<file path="src/hw/rtl/ltd_pkg.sv">
// Shared constants, types and register codes for the load-cell tare and deadband core.
package ltd_pkg;

  localparam int unsigned CAL_SAMPLES  = 10;
  localparam int unsigned TARE_SAMPLES = 5;

  localparam int unsigned RAW_W   = 24;
  localparam int unsigned MG_W    = 26;
  localparam int unsigned DB_W    = 16;
  localparam int unsigned GAIN_W  = 24;
  localparam int unsigned THR_W   = 16;
  localparam int unsigned FRAC_W  = 16;
  localparam int unsigned MULT_W  = RAW_W + GAIN_W;
  localparam int unsigned MGF_W   = MULT_W - FRAC_W;

  // averaging: up to 16 samples of 24 bits
  localparam int unsigned CNT_W   = 5;
  localparam int unsigned SUM_W   = RAW_W + 4;
  localparam int unsigned MAG_W   = SUM_W;

  // truncating divide by a small constant through a scaled reciprocal
  localparam int unsigned RECIP_SHIFT = 32;
  localparam int unsigned RECIP_W     = RECIP_SHIFT + 1;
  localparam int unsigned PROD_W      = MAG_W + RECIP_W;
  localparam logic [RECIP_W-1:0] CAL_RECIP = RECIP_W'(
      ((64'd1 << RECIP_SHIFT) + 64'(CAL_SAMPLES) - 64'd1) / 64'(CAL_SAMPLES));
  localparam logic [RECIP_W-1:0] TARE_RECIP = RECIP_W'(
      ((64'd1 << RECIP_SHIFT) + 64'(TARE_SAMPLES) - 64'd1) / 64'(TARE_SAMPLES));

  localparam int unsigned CFG_IDX_W  = 2;
  localparam int unsigned CFG_DATA_W = 26;

  typedef enum logic [CFG_IDX_W-1:0] {
    CFG_DEADBAND   = 2'd0,
    CFG_GAIN       = 2'd1,
    CFG_ZERO_LIMIT = 2'd2,
    CFG_CHANGE_THR = 2'd3
  } cfg_idx_e;

  localparam logic [DB_W-1:0]   DEADBAND_RST   = DB_W'(1500);
  localparam logic [GAIN_W-1:0] GAIN_RST       = GAIN_W'(157163);
  localparam logic [MG_W-1:0]   ZERO_LIMIT_RST = MG_W'(2000);
  localparam logic [THR_W-1:0]  CHANGE_THR_RST = THR_W'(100);

  typedef struct packed {
    logic [DB_W-1:0]   deadband;
    logic [GAIN_W-1:0] gain;
    logic [MG_W-1:0]   zero_limit;
    logic [THR_W-1:0]  change_thr;
  } cfg_t;

  // weight item handed from the offset stage to the weighing pipeline
  typedef struct packed {
    logic             valid;
    logic [RAW_W-1:0] diff;
    logic             tare_done;
  } weigh_req_t;

  typedef enum logic [4:0] {
    PH_CAL     = 5'b00001,
    PH_TARE    = 5'b00010,
    PH_WEIGH   = 5'b00100,
    PH_DIV_MUL = 5'b01000,
    PH_DIV_FIX = 5'b10000
  } phase_e;

endpackage

</file>
<file path="src/hw/rtl/ltd_if.sv">
// Valid/ready channel interfaces for samples in and weight results out.
interface ltd_sample_if;
  logic                                valid;
  logic                                ready;
  logic signed [ltd_pkg::RAW_W-1:0]    raw_sample;
  logic                                tare_request;

  modport source (output valid, raw_sample, tare_request, input ready);
  modport sink   (input valid, raw_sample, tare_request, output ready);
endinterface

interface ltd_result_if;
  logic                       valid;
  logic                       ready;
  logic [ltd_pkg::MG_W-1:0]   weight_mg;
  logic                       tare_done;
  logic                       above_zero;
  logic                       display_changed;

  modport source (output valid, weight_mg, tare_done, above_zero, display_changed,
                  input ready);
  modport sink   (input valid, weight_mg, tare_done, above_zero, display_changed,
                  output ready);
endinterface

</file>
<file path="src/hw/rtl/ltd_offset.sv">
// Input register, calibration/tare averaging, offset divide and deadband check.
module ltd_offset (
  input  logic                      clk_i,
  input  logic                      rst_ni,
  ltd_sample_if.sink                sample_i,
  input  logic                      adv_en_i,
  input  logic [ltd_pkg::DB_W-1:0]  deadband_i,
  output ltd_pkg::weigh_req_t       req_o
);
  import ltd_pkg::*;

  phase_e              phase_q, phase_d;
  logic [CNT_W-1:0]    cnt_q, cnt_d;
  logic [SUM_W-1:0]    sum_q, sum_d;
  logic [RAW_W-1:0]    offset_q, offset_d;
  logic                pending_q, pending_d;
  logic                div_tare_q, div_tare_d;
  logic                div_neg_q;
  logic [RAW_W-1:0]    div_quot_q;

  logic                s1_valid_q;
  logic [RAW_W-1:0]    s1_raw_q;
  logic                s1_req_q;

  logic                dividing, in_ready, accept, s1_adv;
  logic [SUM_W-1:0]    raw_ext, sum_acc;
  logic [CNT_W-1:0]    cnt_inc, need;
  logic [MAG_W-1:0]    sum_mag;
  logic [RECIP_W-1:0]  recip;
  logic [PROD_W-1:0]   prod;
  logic [RAW_W:0]      diff;
  logic                nz;

  assign dividing = (phase_q == PH_DIV_MUL) || (phase_q == PH_DIV_FIX);
  assign in_ready = !dividing && (!s1_valid_q || adv_en_i);
  assign accept   = sample_i.valid && in_ready;
  assign s1_adv   = s1_valid_q && adv_en_i && !dividing;
  assign sample_i.ready = in_ready;

  assign raw_ext = {{(SUM_W-RAW_W){s1_raw_q[RAW_W-1]}}, s1_raw_q};
  assign sum_acc = sum_q + raw_ext;
  assign cnt_inc = cnt_q + CNT_W'(1);
  assign need    = (phase_q == PH_TARE) ? CNT_W'(TARE_SAMPLES) : CNT_W'(CAL_SAMPLES);

  // magnitude times reciprocal, sign put back afterwards: truncation toward zero
  assign sum_mag = sum_q[SUM_W-1] ? (MAG_W'(0) - sum_q) : sum_q;
  assign recip   = div_tare_q ? TARE_RECIP : CAL_RECIP;
  assign prod    = PROD_W'(sum_mag) * PROD_W'(recip);

  assign diff = {s1_raw_q[RAW_W-1], s1_raw_q} - {offset_q[RAW_W-1], offset_q};
  assign nz   = !diff[RAW_W] && (diff[RAW_W-1:0] != '0) &&
                (diff[RAW_W-1:0] >= RAW_W'(deadband_i));

  always_comb begin
    phase_d    = phase_q;
    cnt_d      = cnt_q;
    sum_d      = sum_q;
    offset_d   = offset_q;
    pending_d  = pending_q;
    div_tare_d = div_tare_q;
    req_o      = '0;
    unique case (phase_q)
      PH_CAL, PH_TARE: begin
        // tare requests are ignored while averaging
        if (s1_adv) begin
          sum_d = sum_acc;
          cnt_d = cnt_inc;
          if (cnt_inc == need) begin
            phase_d    = PH_DIV_MUL;
            div_tare_d = (phase_q == PH_TARE);
            cnt_d      = '0;
          end
        end
      end
      PH_WEIGH: begin
        if (s1_adv) begin
          if (s1_req_q) begin
            if (TARE_SAMPLES == 1) begin
              offset_d  = s1_raw_q;
              pending_d = 1'b1;
            end else begin
              phase_d = PH_TARE;
              sum_d   = raw_ext;
              cnt_d   = CNT_W'(1);
            end
          end else begin
            req_o.valid     = 1'b1;
            req_o.diff      = nz ? diff[RAW_W-1:0] : '0;
            req_o.tare_done = pending_q;
            pending_d       = 1'b0;
          end
        end
      end
      PH_DIV_MUL: begin
        phase_d = PH_DIV_FIX;
      end
      PH_DIV_FIX: begin
        offset_d  = div_neg_q ? (RAW_W'(0) - div_quot_q) : div_quot_q;
        pending_d = pending_q | div_tare_q;
        sum_d     = '0;
        phase_d   = PH_WEIGH;
      end
      default: begin
        phase_d = PH_CAL;
      end
    endcase
  end

  always_ff @(posedge clk_i or negedge rst_ni) begin
    if (!rst_ni) begin
      phase_q    <= PH_CAL;
      cnt_q      <= '0;
      sum_q      <= '0;
      offset_q   <= '0;
      pending_q  <= 1'b0;
      div_tare_q <= 1'b0;
      s1_valid_q <= 1'b0;
    end else begin
      phase_q    <= phase_d;
      cnt_q      <= cnt_d;
      sum_q      <= sum_d;
      offset_q   <= offset_d;
      pending_q  <= pending_d;
      div_tare_q <= div_tare_d;
      if (accept) begin
        s1_valid_q <= 1'b1;
      end else if (s1_adv) begin
        s1_valid_q <= 1'b0;
      end
    end
  end

  always_ff @(posedge clk_i) begin
    if (accept) begin
      s1_raw_q <= sample_i.raw_sample;
      s1_req_q <= sample_i.tare_request;
    end
    if (phase_q == PH_DIV_MUL) begin
      div_quot_q <= prod[RECIP_SHIFT +: RAW_W];
      div_neg_q  <= sum_q[SUM_W-1];
    end
  end

endmodule

</file>
<file path="src/hw/rtl/ltd_weigh.sv">
// Gain multiply, saturation, zero limit and display-change tracking with result register.
module ltd_weigh (
  input  logic                 clk_i,
  input  logic                 rst_ni,
  input  ltd_pkg::weigh_req_t  req_i,
  input  ltd_pkg::cfg_t        cfg_i,
  ltd_result_if.source         result_o,
  output logic                 adv_en_o
);
  import ltd_pkg::*;

  logic               pe;
  logic               s2_valid_q;
  logic [RAW_W-1:0]   s2_diff_q;
  logic               s2_tare_q;
  logic               s3_valid_q;
  logic [MGF_W-1:0]   s3_mg_q;
  logic               s3_tare_q;
  logic               out_valid_q;
  logic [MG_W-1:0]    out_mg_q;
  logic               out_tare_q, out_above_q, out_changed_q;
  logic [MG_W-1:0]    last_q;
  logic               have_q;

  logic [MULT_W-1:0]  mult;
  logic               sat;
  logic [MG_W-1:0]    mg, w, gap;
  logic               above, changed;

  assign pe       = !out_valid_q || result_o.ready;
  assign adv_en_o = pe;

  assign mult = MULT_W'(s2_diff_q) * MULT_W'(cfg_i.gain);

  assign sat     = |s3_mg_q[MGF_W-1:MG_W];
  assign mg      = sat ? '1 : s3_mg_q[MG_W-1:0];
  assign above   = mg >= cfg_i.zero_limit;
  assign w       = above ? mg : '0;
  assign gap     = (w > last_q) ? (w - last_q) : (last_q - w);
  assign changed = !have_q || (gap > MG_W'(cfg_i.change_thr));

  always_ff @(posedge clk_i or negedge rst_ni) begin
    if (!rst_ni) begin
      s2_valid_q  <= 1'b0;
      s3_valid_q  <= 1'b0;
      out_valid_q <= 1'b0;
      last_q      <= '0;
      have_q      <= 1'b0;
    end else if (pe) begin
      s2_valid_q  <= req_i.valid;
      s3_valid_q  <= s2_valid_q;
      out_valid_q <= s3_valid_q;
      if (s3_valid_q && changed) begin
        last_q <= w;
        have_q <= 1'b1;
      end
    end
  end

  always_ff @(posedge clk_i) begin
    if (pe) begin
      s2_diff_q     <= req_i.diff;
      s2_tare_q     <= req_i.tare_done;
      s3_mg_q       <= mult[FRAC_W +: MGF_W];
      s3_tare_q     <= s2_tare_q;
      out_mg_q      <= w;
      out_tare_q    <= s3_tare_q;
      out_above_q   <= above;
      out_changed_q <= changed;
    end
  end

  assign result_o.valid           = out_valid_q;
  assign result_o.weight_mg       = out_mg_q;
  assign result_o.tare_done       = out_tare_q;
  assign result_o.above_zero      = out_above_q;
  assign result_o.display_changed = out_changed_q;

endmodule

</file>
<file path="src/hw/rtl/load_cell_tare_deadband_core.sv">
// Load-cell tare and deadband core: top level with configuration registers.
// A sample is registered at the input, then in the diff, weight and result registers.
// Throughput: one sample per cycle while results are taken; after the last averaging
// sample ready is low while the offset is divided (reciprocal multiply, then sign fix).
// Reset: registers to their defaults, offset zero, calibration over the first samples.
module load_cell_tare_deadband_core (
  input  logic                             clk_i,
  input  logic                             rst_ni,
  ltd_sample_if.sink                       sample_i,
  ltd_result_if.source                     result_o,
  input  logic                             cfg_we_i,
  input  logic [ltd_pkg::CFG_IDX_W-1:0]    cfg_idx_i,
  input  logic [ltd_pkg::CFG_DATA_W-1:0]   cfg_wdata_i
);
  import ltd_pkg::*;

  cfg_t        cfg_q;
  weigh_req_t  req;
  logic        adv_en;

  always_ff @(posedge clk_i or negedge rst_ni) begin
    if (!rst_ni) begin
      cfg_q.deadband   <= DEADBAND_RST;
      cfg_q.gain       <= GAIN_RST;
      cfg_q.zero_limit <= ZERO_LIMIT_RST;
      cfg_q.change_thr <= CHANGE_THR_RST;
    end else if (cfg_we_i) begin
      unique case (cfg_idx_e'(cfg_idx_i))
        CFG_DEADBAND:   cfg_q.deadband   <= cfg_wdata_i[DB_W-1:0];
        CFG_GAIN:       cfg_q.gain       <= cfg_wdata_i[GAIN_W-1:0];
        CFG_ZERO_LIMIT: cfg_q.zero_limit <= cfg_wdata_i[MG_W-1:0];
        CFG_CHANGE_THR: cfg_q.change_thr <= cfg_wdata_i[THR_W-1:0];
      endcase
    end
  end

  ltd_offset u_offset (
    .clk_i      (clk_i),
    .rst_ni     (rst_ni),
    .sample_i   (sample_i),
    .adv_en_i   (adv_en),
    .deadband_i (cfg_q.deadband),
    .req_o      (req)
  );

  ltd_weigh u_weigh (
    .clk_i    (clk_i),
    .rst_ni   (rst_ni),
    .req_i    (req),
    .cfg_i    (cfg_q),
    .result_o (result_o),
    .adv_en_o (adv_en)
  );

endmodule

</file>
<file path="src/flat_wrapper.sv">
// flat-port wrapper written by rule: the top's interface ports become plain ports
module load_cell_tare_deadband_core_flat import ltd_pkg::*;
  (clk_i, rst_ni, cfg_we_i, cfg_idx_i, cfg_wdata_i, sample_i_valid, sample_i_raw_sample, sample_i_tare_request, sample_i_ready, result_o_valid, result_o_weight_mg, result_o_tare_done, result_o_above_zero, result_o_display_changed, result_o_ready);
  ltd_sample_if sample_i_i ();
  ltd_result_if result_o_i ();
  input  logic clk_i;
  input  logic rst_ni;
  input  logic cfg_we_i;
  input  logic [ltd_pkg::CFG_IDX_W-1:0] cfg_idx_i;
  input  logic [ltd_pkg::CFG_DATA_W-1:0] cfg_wdata_i;
  input wire logic [$bits(sample_i_i.valid)-1:0] sample_i_valid;
  input wire logic [$bits(sample_i_i.raw_sample)-1:0] sample_i_raw_sample;
  input wire logic [$bits(sample_i_i.tare_request)-1:0] sample_i_tare_request;
  output wire logic [$bits(sample_i_i.ready)-1:0] sample_i_ready;
  output wire logic [$bits(result_o_i.valid)-1:0] result_o_valid;
  output wire logic [$bits(result_o_i.weight_mg)-1:0] result_o_weight_mg;
  output wire logic [$bits(result_o_i.tare_done)-1:0] result_o_tare_done;
  output wire logic [$bits(result_o_i.above_zero)-1:0] result_o_above_zero;
  output wire logic [$bits(result_o_i.display_changed)-1:0] result_o_display_changed;
  input wire logic [$bits(result_o_i.ready)-1:0] result_o_ready;
  assign sample_i_i.valid = sample_i_valid;
  assign sample_i_i.raw_sample = sample_i_raw_sample;
  assign sample_i_i.tare_request = sample_i_tare_request;
  assign sample_i_ready = sample_i_i.ready;
  assign result_o_valid = result_o_i.valid;
  assign result_o_weight_mg = result_o_i.weight_mg;
  assign result_o_tare_done = result_o_i.tare_done;
  assign result_o_above_zero = result_o_i.above_zero;
  assign result_o_display_changed = result_o_i.display_changed;
  assign result_o_i.ready = result_o_ready;
  load_cell_tare_deadband_core u_core (.clk_i(clk_i), .rst_ni(rst_ni), .sample_i(sample_i_i), .result_o(result_o_i), .cfg_we_i(cfg_we_i), .cfg_idx_i(cfg_idx_i), .cfg_wdata_i(cfg_wdata_i));
endmodule
</file>
<file path="config.mk">
export PLATFORM = sky130hd
export DESIGN_NAME = load_cell_tare_deadband_core_flat
export DESIGN_NICKNAME = d
export VERILOG_FILES = /design/src/hw/rtl/ltd_pkg.sv /design/src/hw/rtl/ltd_if.sv /design/src/hw/rtl/ltd_offset.sv /design/src/hw/rtl/ltd_weigh.sv /design/src/hw/rtl/load_cell_tare_deadband_core.sv /design/src/flat_wrapper.sv
export SDC_FILE = /design/constraint.sdc
export NUM_CORES = 2
export LEC_CHECK = 0
export BUFFER_PORTS_ARGS = -buffer_cell sky130_fd_sc_hd__buf_2
export CAP_MARGIN = 20
export CORE_UTILIZATION = 40
export DETAILED_ROUTE_END_ITERATION = 10
export HOLD_SLACK_MARGIN = 0.12
export SYNTH_ARGS = -nofsm -noshare
export SYNTH_HDL_FRONTEND = slang
export SYNTH_SLANG_ARGS = --single-unit
</file>
<file path="constraint.sdc">
create_clock -name clk_i -period 12 [get_ports clk_i]
set_input_delay 1.2 -clock clk_i [delete_from_list [all_inputs] [get_ports clk_i]]
set_output_delay 1.2 -clock clk_i [all_outputs]
set_load 0.02 [all_outputs]
</file>
==> results list <==
- Outcome: complete, no violations
- The synthesized design contains 314 register bits.
- Ratio of cells with drive above 1 in the final layout: 6.87%
- Global routing used 22.2% of the available tracks.
* Initial core utilization: 40.4%
- Tcrit/Tclk final: 83.8%
- Actual slew at the worst max-slew pin: 963 ps
- Clock Sinks: 314
* Number of antenna repair diodes: 0
- Slew headroom: 35.8%
* DRC violation count after routing: 0
* Remaining Overflow, GRT: 0
- Worst Setup SP: u_core.u_weigh.s3_mg_q[27]
- Setup_tns: 0 ps
- The floorplan step defined a die boundary enclosing 0.125 mm2.
- The worst path in the final design needs a cycle of 10060 ps, including I/O delays and setup.
- WL final: 136000 um
- Type of origin of the critical path: flop
- After clock tree synthesis, the setup repair step added 0 buffers.
- The die is 353 um wide.
- Signed area change from the synthesized netlist to the final layout: 6.96%
- Post-detailed-route via-to-cell ratio: 5.16
- Vias in the first global route: 37677
- Count of nets left with antenna violations after detail routing: 0
- The library cell used most frequently in the layout, excluding fill and tap cells, is inv_1.
* First-iteration detailed-routing DRC count: 2201
* Syn Inst Count: 5274
* R2R cell count: 36
* Maximum single-stage delay on the critical path: 790 ps
- For this run, asynchronously set or reset flops after synthesis account for 56.4%.
* Count of vias placed by the detailed router: 35817
* Global-route wire length before repair: 216000 um
* # H-tree levels: 2
- Counting flops with a built-in enable in the synthesized netlist gives 137.
- The tool flagged a number of max-cap violations equal to 0.
- Antenna violations before repair: 6
* Total number of placement rows: 128
- Type of the setup path with the least slack: reg2reg
- Library cell used as clock root buffer: clkbuf_16
- The cell that appears most often on the critical path is o21a_1.
- Static timing analysis puts the maximum clock frequency at 99.4 MHz.
* Sequential cell area fraction in the yosys report: 17.4%
* Number of gates on the worst path with buffers counted: 36
* Count of boundary I/O pins: 89
- The min-delay analysis places its worst path in the category reg2reg.
* Clock tree from TritonCTS: yes
* Pin count of the biggest net entering global routing: 70
- Count of buffers from port buffering: 88
- Layout fillers: 12020
- CP top delay family: compound AO/OA/AOI/OAI gates
* Detailed-routing iteration count for the pre-antenna-repair pass: 5
- In the final routed layout, each cell accounts on average for 19.6 um.
- Dividing the synthesized area by the synthesized cell count gives 9.36 um2.
* Number of endpoints failing setup at the final stage: 0
- Arrival time reported for the critical path endpoint: 10540 ps
- After synthesis the cells add up to 0.0494 mm2.
- The number of max-slew violations in the final report came to 0.
- Number of buffers added to fix hold violations after cts: 0
- Critical path data required time: 12480 ps
- Final count of hold timing violations: 0
* Clock slew at the register clock pins of the worst setup and hold paths: 60 ps
- Height of the chip: 353 um
- Inserted Clock Buffers: 35
- The most used flip-flop cell after synthesis is dfrtp_1.
* RSZ-0062 raised after global routing: false
- The HPWL after detailed placement is 108000 um.
- The startpoint identified for the worst register-to-register timing path is u_core.u_weigh.s3_mg_q[27].
* Worst-path fanout max: 27
* End of the critical path: u_core.u_weigh.last_q[17]
- At the end of routability-driven placement, the weighted congestion stood at 0.937.
* Final setup skew: 18.4 ps
- The net count of the finished layout is 6663.
- The largest individual stage delay along the critical path comes from the cell a41oi_4.
- Reg-to-reg critical path endpoint: u_core.u_weigh.last_q[17]
- In this run the register-to-register setup slack is 1940 ps.
* Yosys warning count: 0
- Resize count post-CTS: 0
- Crit path buffers/inverters: 4
- In this run, distinct cell masters in the synthesized netlist total 80.
- At the later pin of the worst-skew pair, clock insertion delay measures 570 ps.
- STA classifies the critical path endpoint as a flop.
- Core area: 0.122 mm2
- Commonest cells after routing, fill and taps aside: inv_1 (1152), fa_1 (768), nand2_1 (616)
- No sink is reached through more buffers than the 3 on the longest clock path.
==> cells in the mapped netlist (all sizes together) (23+ instances only) <==
cell | number | area [um2]
a21oi | 174 | 875
fa | 768 | 15400
or2 | 45 | 282
xor2 | 74 | 648
nand4 | 34 | 213
ha | 551 | 6890
nand2 | 616 | 2310
a21o | 89 | 668
a31oi | 23 | 144
nor2b | 26 | 163
nand2b | 24 | 150
mux2i | 30 | 300
o31ai | 24 | 194
dfrtp | 149 | 3730
nand3 | 44 | 220
nor3 | 40 | 205
nor2 | 176 | 661
a211oi | 28 | 210
and2 | 231 | 1450
clkbuf | 173 | 649
inv | 1152 | 4320
o21ai | 161 | 806
dfstp | 28 | 736
mux2 | 70 | 788
xnor2 | 99 | 867
edfxtp | 137 | 4110
o21a | 34 | 255
==> worst min-delay path by stage <==
stage / slack [ps] / depth (start not counted) / endpoint / start
after floorplan: 400 / 0 / u_core.u_weigh.result_o.tare_done / u_core.u_weigh.s3_tare_q
after global placement: 410 / 0 / u_core.u_weigh.result_o.tare_done / u_core.u_weigh.s3_tare_q
after detailed placement: 410 / 0 / u_core.u_weigh.result_o.tare_done / u_core.u_weigh.s3_tare_q
after CTS: 420 / 0 / u_core.u_weigh.result_o.tare_done / u_core.u_weigh.s3_tare_q
after global routing: 450 / 0 / u_core.u_weigh.result_o.tare_done / u_core.u_weigh.s3_tare_q
final: 420 / 0 / u_core.u_weigh.result_o.tare_done / u_core.u_weigh.s3_tare_q
==> flip-flops by register name, summed over array words and instances, names as in the netlist, 26 cells and up <==
signal,count
u_core.cfg_q,82
u_core.u_offset.sum_q,28
u_core.u_weigh.last_q,26
u_core.u_weigh.result_o.weight_mg,26
u_core.u_weigh.s3_mg_q,32
==> worst register-to-register path: cells and delay by family, from the launching register on <==
kind	cells	cell delay, ps
buffers and inverters	4	960
XOR/XNOR	1	110
adder cells (fa/ha/maj)	3	1070
flip-flops	1	350
AND/OR/NAND/NOR	12	2540
AO/OA/AOI/OAI	15	4700
multiplexers	1	240
==> cell type report <==
| cell class | count | area (um2) | area share, % |
|---|---|---|---|
| clock inverter | 13 | 133 | 0.251 |
| tap | 1625 | 2030 | 3.85 |
| inverter | 1152 | 4320 | 8.19 |
| sequential | 314 | 8580 | 16.2 |
| timing repair buffer | 146 | 912 | 1.73 |
| multi-input combinational | 3637 | 35800 | 67.8 |
| clock buffer | 51 | 997 | 1.89 |
==> stage by stage <==
stage / instance area, um2 / utilization, % / hold WS [ps] / std cells / worst slack, ps
after floorplan: 49400 / - / 400 / 5297 / 3180
after global placement: 51600 / 42.3 / 407 / 6871 / 1980
after detailed placement: 51600 / 42.3 / 405 / 6871 / 1870
after CTS: 52700 / 43.2 / 419 / 6935 / 1800
after global routing: 52800 / 43.3 / 445 / 6938 / 1200
final: 52800 / 43.3 / 418 / 6938 / 1940
==> logic make-up after synthesis <==
family | Yosys count | share of synthesized area, %
flops | 314 | 17.4
mux | 100 | 2.21
compound gates | 692 | 9.10
xor+xnor | 173 | 3.07
buf+inv | 1346 | 10.3
other cells | 2 | 0.0152
simple gates | 1328 | 12.8
fa+ha+maj | 1319 | 45.1
==> per-layer routing <==
metal  track usage, %  part of all wire [%]  routed length, um  vias to the layer above
met1             28.7                    43              57900                    18040
met3             2.41                   4.7               6410                      234
li1                 -                     -                  -                    16624
met5                0                 0.012                 16                        -
met2             38.3                    49              66800                      917
met4             7.63                   3.6               4880                        2
Power is left out: the tool's default activity adds up to more than one toggle a clock period on the data nets, which glitch-free logic cannot reach.
